===== config.mk =====
export PLATFORM = sky130hd
export DESIGN_NAME = five_stage_alu_pipeline
export DESIGN_NICKNAME = d
export VERILOG_FILES = /design/src/fsap_pkg.sv /design/src/fsap_regfile.sv /design/src/fsap_alu.sv /design/src/fsap_out_buf.sv /design/src/five_stage_alu_pipeline.sv
export SDC_FILE = /design/constraint.sdc
export NUM_CORES = 2
export LEC_CHECK = 0
export BUFFER_PORTS_ARGS = -buffer_cell sky130_fd_sc_hd__clkbuf_2
export CAP_MARGIN = 20
export CORE_MARGIN = 4
export CORE_UTILIZATION = 47
export CTS_BUF_LIST = sky130_fd_sc_hd__clkbuf_8
export DETAILED_ROUTE_END_ITERATION = 8
export PLACE_DENSITY = 0.67
export SYNTH_ARGS = -nofsm -noshare
export SYNTH_HDL_FRONTEND = slang
export SYNTH_HIERARCHICAL = 1
export SYNTH_SLANG_ARGS = --single-unit

===== constraint.sdc =====
create_clock -name clk_i -period 6.2 [get_ports clk_i]
set_clock_uncertainty 0.05 [all_clocks]
set_input_delay 0.31 -clock clk_i [delete_from_list [all_inputs] [get_ports clk_i]]
set_output_delay 0.31 -clock clk_i [all_outputs]
set_load 0.005 [all_outputs]

===== src/fsap_pkg.sv =====
// ----------------------------------------------------------------------------
// fsap_pkg: shared types and constants for the five-stage ALU pipeline
// Instruction and writeback beat types, operation codes, default sizes.
// ----------------------------------------------------------------------------
package fsap_pkg;

  // Default configuration
  localparam int REG_NUM_DEF   = 32;
  localparam int DATA_BITS_DEF = 32;

  // Fixed field widths of the beats
  localparam int MODE_W     = 4;
  localparam int REG_ADDR_W = 5;
  localparam int IMM_W      = 12;
  localparam int WB_VALUE_W = 32;

  typedef enum logic [MODE_W-1:0] {
    OP_ADD     = 4'd0,
    OP_SUB     = 4'd1,
    OP_ADDI    = 4'd2,
    OP_AND     = 4'd3,
    OP_OR      = 4'd4,
    OP_XOR     = 4'd5,
    OP_HALT    = 4'd6,
    OP_NOP     = 4'd7,
    OP_ILLEGAL = 4'd8
  } op_e;

  // One fetched instruction
  typedef struct packed {
    logic [MODE_W-1:0]     mode;
    logic [REG_ADDR_W-1:0] dest_reg;
    logic [REG_ADDR_W-1:0] src_a_reg;
    logic [REG_ADDR_W-1:0] src_b_reg;
    logic signed [IMM_W-1:0] immediate;
  } in_t;

  // One cycle of writeback status
  typedef struct packed {
    logic                    wb_valid;
    logic [REG_ADDR_W-1:0]   wb_reg;
    logic signed [WB_VALUE_W-1:0] wb_value;
    logic                    halted;
    logic                    fault;
  } out_t;

endpackage


===== src/fsap_regfile.sv =====
// ----------------------------------------------------------------------------
// fsap_regfile: register file with decode-stage operand registers
// One write port, two registered read ports, write-first bypass, per-entry
// valid bits so that unwritten registers read as zero after reset.
// ----------------------------------------------------------------------------
module fsap_regfile #(
  parameter int REG_NUM   = fsap_pkg::REG_NUM_DEF,
  parameter int DATA_BITS = fsap_pkg::DATA_BITS_DEF
) (
  input  logic                            clk_i,
  input  logic                            rst_ni,
  input  logic                            we_i,
  input  logic [fsap_pkg::REG_ADDR_W-1:0] waddr_i,
  input  logic [DATA_BITS-1:0]            wdata_i,
  input  logic                            re_i,
  input  logic [fsap_pkg::REG_ADDR_W-1:0] raddr_a_i,
  input  logic [fsap_pkg::REG_ADDR_W-1:0] raddr_b_i,
  output logic [DATA_BITS-1:0]            rdata_a_o,
  output logic [DATA_BITS-1:0]            rdata_b_o
);
  import fsap_pkg::*;

  localparam int IDX_W = (REG_NUM > 1) ? $clog2(REG_NUM) : 1;
  localparam logic [REG_ADDR_W:0] REG_LIM = (REG_ADDR_W + 1)'(REG_NUM);

  logic [DATA_BITS-1:0] mem [REG_NUM];
  logic [REG_NUM-1:0]   vld_q;
  logic [DATA_BITS-1:0] rdata_a_q, rdata_b_q;

  logic [IDX_W-1:0] widx, aidx, bidx;
  logic             a_ok, b_ok, a_byp, b_byp;

  assign widx  = waddr_i[IDX_W-1:0];
  assign aidx  = raddr_a_i[IDX_W-1:0];
  assign bidx  = raddr_b_i[IDX_W-1:0];
  // x0 and out-of-range numbers read as zero
  assign a_ok  = (raddr_a_i != '0) && ({1'b0, raddr_a_i} < REG_LIM);
  assign b_ok  = (raddr_b_i != '0) && ({1'b0, raddr_b_i} < REG_LIM);
  // writeback lands before the decode read of the same cycle
  assign a_byp = we_i && (waddr_i == raddr_a_i);
  assign b_byp = we_i && (waddr_i == raddr_b_i);

  always_ff @(posedge clk_i) begin
    if (we_i) begin
      mem[widx] <= wdata_i;
    end
  end

  always_ff @(posedge clk_i or negedge rst_ni) begin
    if (!rst_ni) begin
      vld_q     <= '0;
      rdata_a_q <= '0;
      rdata_b_q <= '0;
    end else begin
      if (we_i) begin
        vld_q[widx] <= 1'b1;
      end
      if (re_i) begin
        if (a_byp) begin
          rdata_a_q <= wdata_i;
        end else if (a_ok && vld_q[aidx]) begin
          rdata_a_q <= mem[aidx];
        end else begin
          rdata_a_q <= '0;
        end
        if (b_byp) begin
          rdata_b_q <= wdata_i;
        end else if (b_ok && vld_q[bidx]) begin
          rdata_b_q <= mem[bidx];
        end else begin
          rdata_b_q <= '0;
        end
      end
    end
  end

  assign rdata_a_o = rdata_a_q;
  assign rdata_b_o = rdata_b_q;

endmodule


===== src/fsap_alu.sv =====
// ----------------------------------------------------------------------------
// fsap_alu: execute stage operand forwarding and ALU
// EX/MEM result has priority over MEM/WB; arithmetic wraps at DATA_BITS.
// ----------------------------------------------------------------------------
module fsap_alu #(
  parameter int DATA_BITS = fsap_pkg::DATA_BITS_DEF
) (
  input  fsap_pkg::in_t                   instr_i,
  input  logic [DATA_BITS-1:0]            op_a_i,
  input  logic [DATA_BITS-1:0]            op_b_i,
  input  logic                            ex_fwd_i,
  input  logic [fsap_pkg::REG_ADDR_W-1:0] ex_dest_i,
  input  logic [DATA_BITS-1:0]            ex_result_i,
  input  logic                            mem_fwd_i,
  input  logic [fsap_pkg::REG_ADDR_W-1:0] mem_dest_i,
  input  logic [DATA_BITS-1:0]            mem_result_i,
  output logic [DATA_BITS-1:0]            result_o
);
  import fsap_pkg::*;

  logic [DATA_BITS-1:0] a, b, imm_ext;

  assign imm_ext = DATA_BITS'($signed(instr_i.immediate));

  always_comb begin
    if (ex_fwd_i && (ex_dest_i == instr_i.src_a_reg)) begin
      a = ex_result_i;
    end else if (mem_fwd_i && (mem_dest_i == instr_i.src_a_reg)) begin
      a = mem_result_i;
    end else begin
      a = op_a_i;
    end
    if (ex_fwd_i && (ex_dest_i == instr_i.src_b_reg)) begin
      b = ex_result_i;
    end else if (mem_fwd_i && (mem_dest_i == instr_i.src_b_reg)) begin
      b = mem_result_i;
    end else begin
      b = op_b_i;
    end
  end

  always_comb begin
    unique case (instr_i.mode)
      OP_ADD:  result_o = a + b;
      OP_SUB:  result_o = a - b;
      OP_ADDI: result_o = a + imm_ext;
      OP_AND:  result_o = a & b;
      OP_OR:   result_o = a | b;
      OP_XOR:  result_o = a ^ b;
      default: result_o = '0;
    endcase
  end

endmodule


===== src/fsap_out_buf.sv =====
// ----------------------------------------------------------------------------
// fsap_out_buf: two-entry output buffer
// Output register plus skid entry; upstream stalls only when the skid is full.
// ----------------------------------------------------------------------------
module fsap_out_buf (
  input  logic           clk_i,
  input  logic           rst_ni,
  input  logic           push_i,
  input  fsap_pkg::out_t push_data_i,
  output logic           full_o,
  output logic           out_valid_o,
  input  logic           out_stall_i,
  output fsap_pkg::out_t out_data_o
);
  import fsap_pkg::*;

  out_t out_q, skid_q;
  logic out_valid_q, skid_valid_q;
  logic load_main;

  // main register is free when empty or its beat leaves this cycle
  assign load_main = !out_valid_q || !out_stall_i;

  always_ff @(posedge clk_i or negedge rst_ni) begin
    if (!rst_ni) begin
      out_valid_q  <= 1'b0;
      skid_valid_q <= 1'b0;
    end else if (load_main) begin
      out_valid_q  <= skid_valid_q || push_i;
      skid_valid_q <= 1'b0;
    end else if (push_i) begin
      skid_valid_q <= 1'b1;
    end
  end

  always_ff @(posedge clk_i) begin
    if (load_main) begin
      out_q <= skid_valid_q ? skid_q : push_data_i;
    end else if (push_i) begin
      skid_q <= push_data_i;
    end
  end

  assign full_o      = skid_valid_q;
  assign out_valid_o = out_valid_q;
  assign out_data_o  = out_q;

endmodule


===== src/five_stage_alu_pipeline.sv =====
// ----------------------------------------------------------------------------
// five_stage_alu_pipeline: fetch/decode/execute/memory/writeback ALU pipeline
// Each accepted instruction beat yields a status beat, registered in the output buffer.
// Throughput: one instruction per cycle; in_stall_o rises only when both the
// output register and the skid entry hold beats.
// Reset: async, active low; pipeline, flags and register file read as zero.
// ----------------------------------------------------------------------------
module five_stage_alu_pipeline #(
  parameter int REG_NUM   = fsap_pkg::REG_NUM_DEF,
  parameter int DATA_BITS = fsap_pkg::DATA_BITS_DEF
) (
  input  logic           clk_i,
  input  logic           rst_ni,
  input  logic           in_valid_i,
  output logic           in_stall_o,
  input  fsap_pkg::in_t  in_data_i,
  output logic           out_valid_o,
  input  logic           out_stall_i,
  output fsap_pkg::out_t out_data_o
);
  import fsap_pkg::*;

  localparam logic [REG_ADDR_W:0] REG_LIM = (REG_ADDR_W + 1)'(REG_NUM);

  // Each accepted beat is one clock of the modeled pipeline. All stage work
  // happens in the cycle of acceptance, between the stage registers below,
  // and the status beat is captured into the output buffer.

  // Pipeline state
  in_t                   fetch_q;            // IF/ID
  in_t                   dec_q;              // ID/EX instruction
  logic                  dec_wen_q;
  logic [DATA_BITS-1:0]  ex_result_q;        // EX/MEM
  logic [REG_ADDR_W-1:0] ex_dest_q;
  logic                  ex_wen_q;
  logic                  ex_halt_q;
  logic [DATA_BITS-1:0]  mem_result_q;       // MEM/WB
  logic [REG_ADDR_W-1:0] mem_dest_q;
  logic                  mem_wen_q;
  logic                  mem_halt_q;
  logic                  halted_q;
  logic                  fault_q;

  logic                  accept, active, step;
  logic                  ex_fwd, mem_fwd, wb_we, illegal;
  logic                  halt_now, fault_now;
  logic [DATA_BITS-1:0]  op_a, op_b, alu_res;
  in_t                   dec_d;
  out_t                  status;

  // A write is real only for a nonzero register below REG_NUM
  function automatic logic writes(input logic en, input logic [REG_ADDR_W-1:0] r);
    writes = en && (r != '0) && ({1'b0, r} < REG_LIM);
  endfunction

  assign accept  = in_valid_i && !in_stall_o;
  assign active  = !halted_q && !fault_q;   // once stopped, beats are ignored
  assign step    = accept && active;

  assign ex_fwd  = writes(ex_wen_q, ex_dest_q);
  assign mem_fwd = writes(mem_wen_q, mem_dest_q);
  assign wb_we   = step && mem_fwd;

  // mode codes 8..15 are all illegal
  assign illegal   = (fetch_q.mode >= OP_ILLEGAL);
  assign halt_now  = halted_q || (active && mem_halt_q);
  assign fault_now = fault_q || (active && illegal);

  // Register file: WB write port, ID read ports (registered operands)
  fsap_regfile #(
    .REG_NUM   (REG_NUM),
    .DATA_BITS (DATA_BITS)
  ) u_regfile (
    .clk_i     (clk_i),
    .rst_ni    (rst_ni),
    .we_i      (wb_we),
    .waddr_i   (mem_dest_q),
    .wdata_i   (mem_result_q),
    .re_i      (step && !illegal),
    .raddr_a_i (fetch_q.src_a_reg),
    .raddr_b_i (fetch_q.src_b_reg),
    .rdata_a_o (op_a),
    .rdata_b_o (op_b)
  );

  // Execute with forwarding from EX/MEM, then MEM/WB
  fsap_alu #(
    .DATA_BITS (DATA_BITS)
  ) u_alu (
    .instr_i      (dec_q),
    .op_a_i       (op_a),
    .op_b_i       (op_b),
    .ex_fwd_i     (ex_fwd),
    .ex_dest_i    (ex_dest_q),
    .ex_result_i  (ex_result_q),
    .mem_fwd_i    (mem_fwd),
    .mem_dest_i   (mem_dest_q),
    .mem_result_i (mem_result_q),
    .result_o     (alu_res)
  );

  // Decode: an illegal instruction turns into a nop bubble
  always_comb begin
    dec_d = fetch_q;
    if (illegal) begin
      dec_d.mode = OP_NOP;
    end
  end

  always_ff @(posedge clk_i or negedge rst_ni) begin
    if (!rst_ni) begin
      fetch_q      <= '0;
      dec_q        <= '0;
      dec_wen_q    <= 1'b0;
      ex_result_q  <= '0;
      ex_dest_q    <= '0;
      ex_wen_q     <= 1'b0;
      ex_halt_q    <= 1'b0;
      mem_result_q <= '0;
      mem_dest_q   <= '0;
      mem_wen_q    <= 1'b0;
      mem_halt_q   <= 1'b0;
      halted_q     <= 1'b0;
      fault_q      <= 1'b0;
    end else if (step) begin
      // MEM passes EX/MEM on to MEM/WB
      mem_result_q <= ex_result_q;
      mem_dest_q   <= ex_dest_q;
      mem_wen_q    <= ex_wen_q;
      mem_halt_q   <= ex_halt_q;
      // EX
      ex_result_q  <= alu_res;
      ex_dest_q    <= dec_q.dest_reg;
      ex_wen_q     <= dec_wen_q;
      ex_halt_q    <= (dec_q.mode == OP_HALT);
      // ID
      dec_q        <= dec_d;
      dec_wen_q    <= !illegal && (fetch_q.mode != OP_HALT) && (fetch_q.mode != OP_NOP);
      // IF: nothing new enters once the block stops
      if (!mem_halt_q && !illegal) begin
        fetch_q    <= in_data_i;
      end
      halted_q     <= halt_now;
      fault_q      <= fault_now;
    end
  end

  // Status beat for this cycle
  always_comb begin
    status          = '0;
    status.wb_valid = active && mem_fwd;
    if (active && mem_fwd) begin
      status.wb_reg   = mem_dest_q;
      status.wb_value = WB_VALUE_W'(mem_result_q);
    end
    status.halted   = halt_now;
    status.fault    = fault_now;
  end

  fsap_out_buf u_out_buf (
    .clk_i       (clk_i),
    .rst_ni      (rst_ni),
    .push_i      (accept),
    .push_data_i (status),
    .full_o      (in_stall_o),
    .out_valid_o (out_valid_o),
    .out_stall_i (out_stall_i),
    .out_data_o  (out_data_o)
  );

  // Assertions
  a_fault_sticky: assert property (@(posedge clk_i) disable iff (!rst_ni)
    fault_q |=> fault_q)
    else $error("fault flag cleared");

  a_halt_sticky: assert property (@(posedge clk_i) disable iff (!rst_ni)
    halted_q |=> halted_q)
    else $error("halted flag cleared");

  a_no_write_stopped: assert property (@(posedge clk_i) disable iff (!rst_ni)
    (halted_q || fault_q) |-> !wb_we)
    else $error("register write after stop");

  a_no_x0_write: assert property (@(posedge clk_i) disable iff (!rst_ni)
    wb_we |-> (mem_dest_q != '0))
    else $error("write to register zero");

endmodule

==> results_dict.tcl <==
set metrics [dict create \
    p_per_area_nw_per_um2 460.8 \
    p_leak_nw 28.15 \
    routabilityCongestion 0.9903 \
    dpl.hpwl_um 140000 \
    grt_start_max_net_pins 160 \
    grt_first_pass_wirelength_um 326700 \
    max_freq_ghz 0.1686 \
    whs_ns 0.08035 \
    root_buffer "clkbuf_8" \
    layout_common_cells "edfxtp_1, mux2i_1, mux4_2" \
    grt_setup_unrepaired "no" \
    clockBufferDepth 3 \
    synth_edf_count 1104 \
    cts_num_sinks 1344 \
    fp.dieH_um 388.5 \
    multi_input_area_um2 26830 \
    hold_path.class "input pin to flop" \
    critPathKind "flop to flop" \
    port_buffers 76 \
    drc 0 \
    cts_tree "yes" \
    drt-total-wl_um 227800 \
    yosysWarnings 6 \
    maxCapViolCount 0 \
    coreArea_um2 143700 \
    ys_async_sr_fraction 0.1786 \
    setup_viol 0 \
    die_area_um2 151000 \
    syn_nets 4967 \
    worstPathRequired_ns 6.99 \
    grt_use_total 0.2968 \
    crit_fanout 25 \
    yosys.area.top_type_share 0.4871 \
    pre_cts_ws_ns 0.1730 \
    peakVddDrop_uv 315.4 \
    crit_path_end_kind "flop" \
    relSlewSlack 0.1967 \
    cp-start-kind "flop" \
    first_global_vias 46430 \
    antenna_found_initial 20 \
    ys_seq_elements 1344 \
    ys_seq_area_frac 0.5753 \
    cp.arrival_ns 6.72 \
    yosysTopAreaCell "edfxtp_1" \
    fp.dieW_um 388.5 \
    seqCellArea_um2 39190 \
    final_nets 5168 \
    drive_gt1_frac 0.2108 \
    drt_pass1_iterations 9 \
    overflow 0 \
    status "complete, no violations" \
    synth_area_um2 68060 \
    yosys_most_used_dff "edfxtp_1" \
    hold_viol 0 \
    row_count 139 \
    clkTransAtPathRegs_ns 0.06 \
    synthTopCellsByArea "edfxtp_1, mux2i_1, dfrtp_1" \
    min_period_ns 5.932 \
    drt_iter0_drc 6498 \
    cts.htree.levels 4 \
    vias 47120 \
    avgSynthCellArea_um2 14.09 \
    yosysUniqueCellTypes 83 \
    post_drt_wl_per_cell_um 31.97 \
    postSynthCellCount 4829 \
    cts_buffers 215 \
    post-route-period-util 0.9568 \
    final_common_cell "edfxtp_1" \
    via_per_inst 6.612 \
    clk_latency_ns 0.99 \
    setup_slack_ns 0.2680 \
    slew_viol_final 0 \
    syn2layout_area_growth_pct 11.75 \
    tightest_slew_ns 1.202 \
    start_util 0.4738 \
    tns_ns 0 \
    nFillCells 11830 \
    ant_nets 0 \
    ios 77 \
]
[worst max-delay path, stage by stage, from the launching register on]
cell      delay, ns
dfrtp_1        0.40
or4_1          0.52
o21a_2         0.23
nand2_1        0.10
buf_4          0.31
o21ai_0        0.12
nand3_1        0.13
o21ai_1        0.11
ha_2           0.21
o311ai_1       0.07
buf_4          0.19
nor3_1         0.06
xnor2_1        0.15
o21ai_0        0.17
ha_1           0.34
a2111o_1       0.42
o21ai_0        0.27
o21ai_0        0.24
a21oi_1        0.29
a21oi_1        0.15
a31oi_1        0.30
o31ai_1        0.17
o31ai_1        0.31
xnor2_1        0.15
o21ai_1        0.07
mux2_2         0.27
[per-stage QoR]
step                      total power [mW]  std cells  cell area [µm²]    util
final                                35.05       7126            76060  0.5295
after CTS                            34.72       7114            75980  0.5289
after global routing                 36.39       7117            76040  0.5293
after global placement               26.99       6660            71130  0.4951
after detailed placement             27.13       6663            71200  0.4956
after floorplan                      21.98       4829            68080       -
[kinds of logic (layout without fill, tap and decap cells)]
group | count (synthesis) | after routing | synth area share
xor gates and xnor gates | 73 | 73 | 0.009394
buffers and inverters | 492 | 876 | 0.03598
and+or+nand+nor | 799 | 799 | 0.05874
muxes | 1059 | 1059 | 0.2060
adders and majority gates | 103 | 103 | 0.01905
AOI/OAI and AO/OA | 959 | 959 | 0.09550
other | 0 | 10 | 0
DFF | 1344 | 1344 | 0.5753
[layout make-up]
cell class,instances,share of cell area
well taps,1903,0.03130
multi-input cells,2993,0.3528
clock inverters,170,0.01439
clock buffers,230,0.04162
inverters,126,0.006218
flip-flops and latches,1344,0.5152
repair buffers,350,0.03813
diodes,10,0.0003290
[routing by layer]
metal | vias to the layer above | GRT usage | share of wire
met2 | 3112 | 0.4435 | 0.44
met5 | - | 0 | 0.00024
met4 | 8 | 0.1627 | 0.058
met1 | 23810 | 0.3943 | 0.38
li1 | 19500 | - | -
met3 | 686 | 0.08160 | 0.12
[sequential cells by signal, summed over array words and instances, names as in the netlist, 27 cells and up]
name / cells
u_regfile/rdata_b_o: 32
u_out_buf/out_data_o: 40
u_out_buf/skid_q: 40
dec_q: 31
dec_d: 27
u_regfile/vld_q: 31
ex_result_q: 32
mem_result_q: 32
u_regfile/mem: 1024
u_regfile/rdata_a_o: 32
[worst paths after layout]
kind | from | endpoint | slack (ns) | cells after the start
hold reg to reg | u_regfile/vld_q[10] | u_regfile/vld_q[10] | 0.44 | 1
setup reg to reg | mem_dest_q[2] | ex_result_q[31] | 0.27 | 25
hold / removal | in_data_i[5] | dec_d[5] | 0.08 | 3
min in group asynchronous | rst_ni | dec_q[3] | 0.44 | 4
setup / recovery | mem_dest_q[2] | ex_result_q[31] | 0.27 | 25
max in group asynchronous | rst_ni | mem_result_q[23] | 4.75 | 4
[where the power goes]
group | internal, mW | total, mW | switching [mW]
Combinational | 5.59 | 15.2 | 9.61
Sequential | 11.2 | 12.3 | 1.06
Clock | 3.91 | 7.57 | 3.66
Total | 20.7 | 35.1 | 14.3
[what timing repair did]
action	CTS	global route
hold buffers	51	0
endpoints found under the setup margin	0	8
setup buffers	0	1
resized for setup	0	6
hold endpoints to repair	171	0
[cell usage after synthesis, types with 24 or more instances]
library cell,number
a211oi_1,44
a21oi_1,177
a221oi_1,60
a22oi_1,64
a31oi_1,84
and3_1,76
buf_2,92
buf_4,24
buf_6,37
clkbuf_1,182
dfrtp_1,240
edfxtp_1,1104
ha_1,102
inv_1,121
mux2_1,30
mux2_2,82
mux2_4,68
mux2i_1,644
mux4_2,235
nand2_1,159
nand3_1,97
nor2_1,219
nor2b_1,77
nor3_1,49
o21a_1,37
o21ai_0,180
o221ai_1,124
o22ai_1,30
o311ai_0,30
o41ai_1,26
or2_2,33
xnor2_1,43
xor2_1,30
Power figures use the tool's default switching activity.
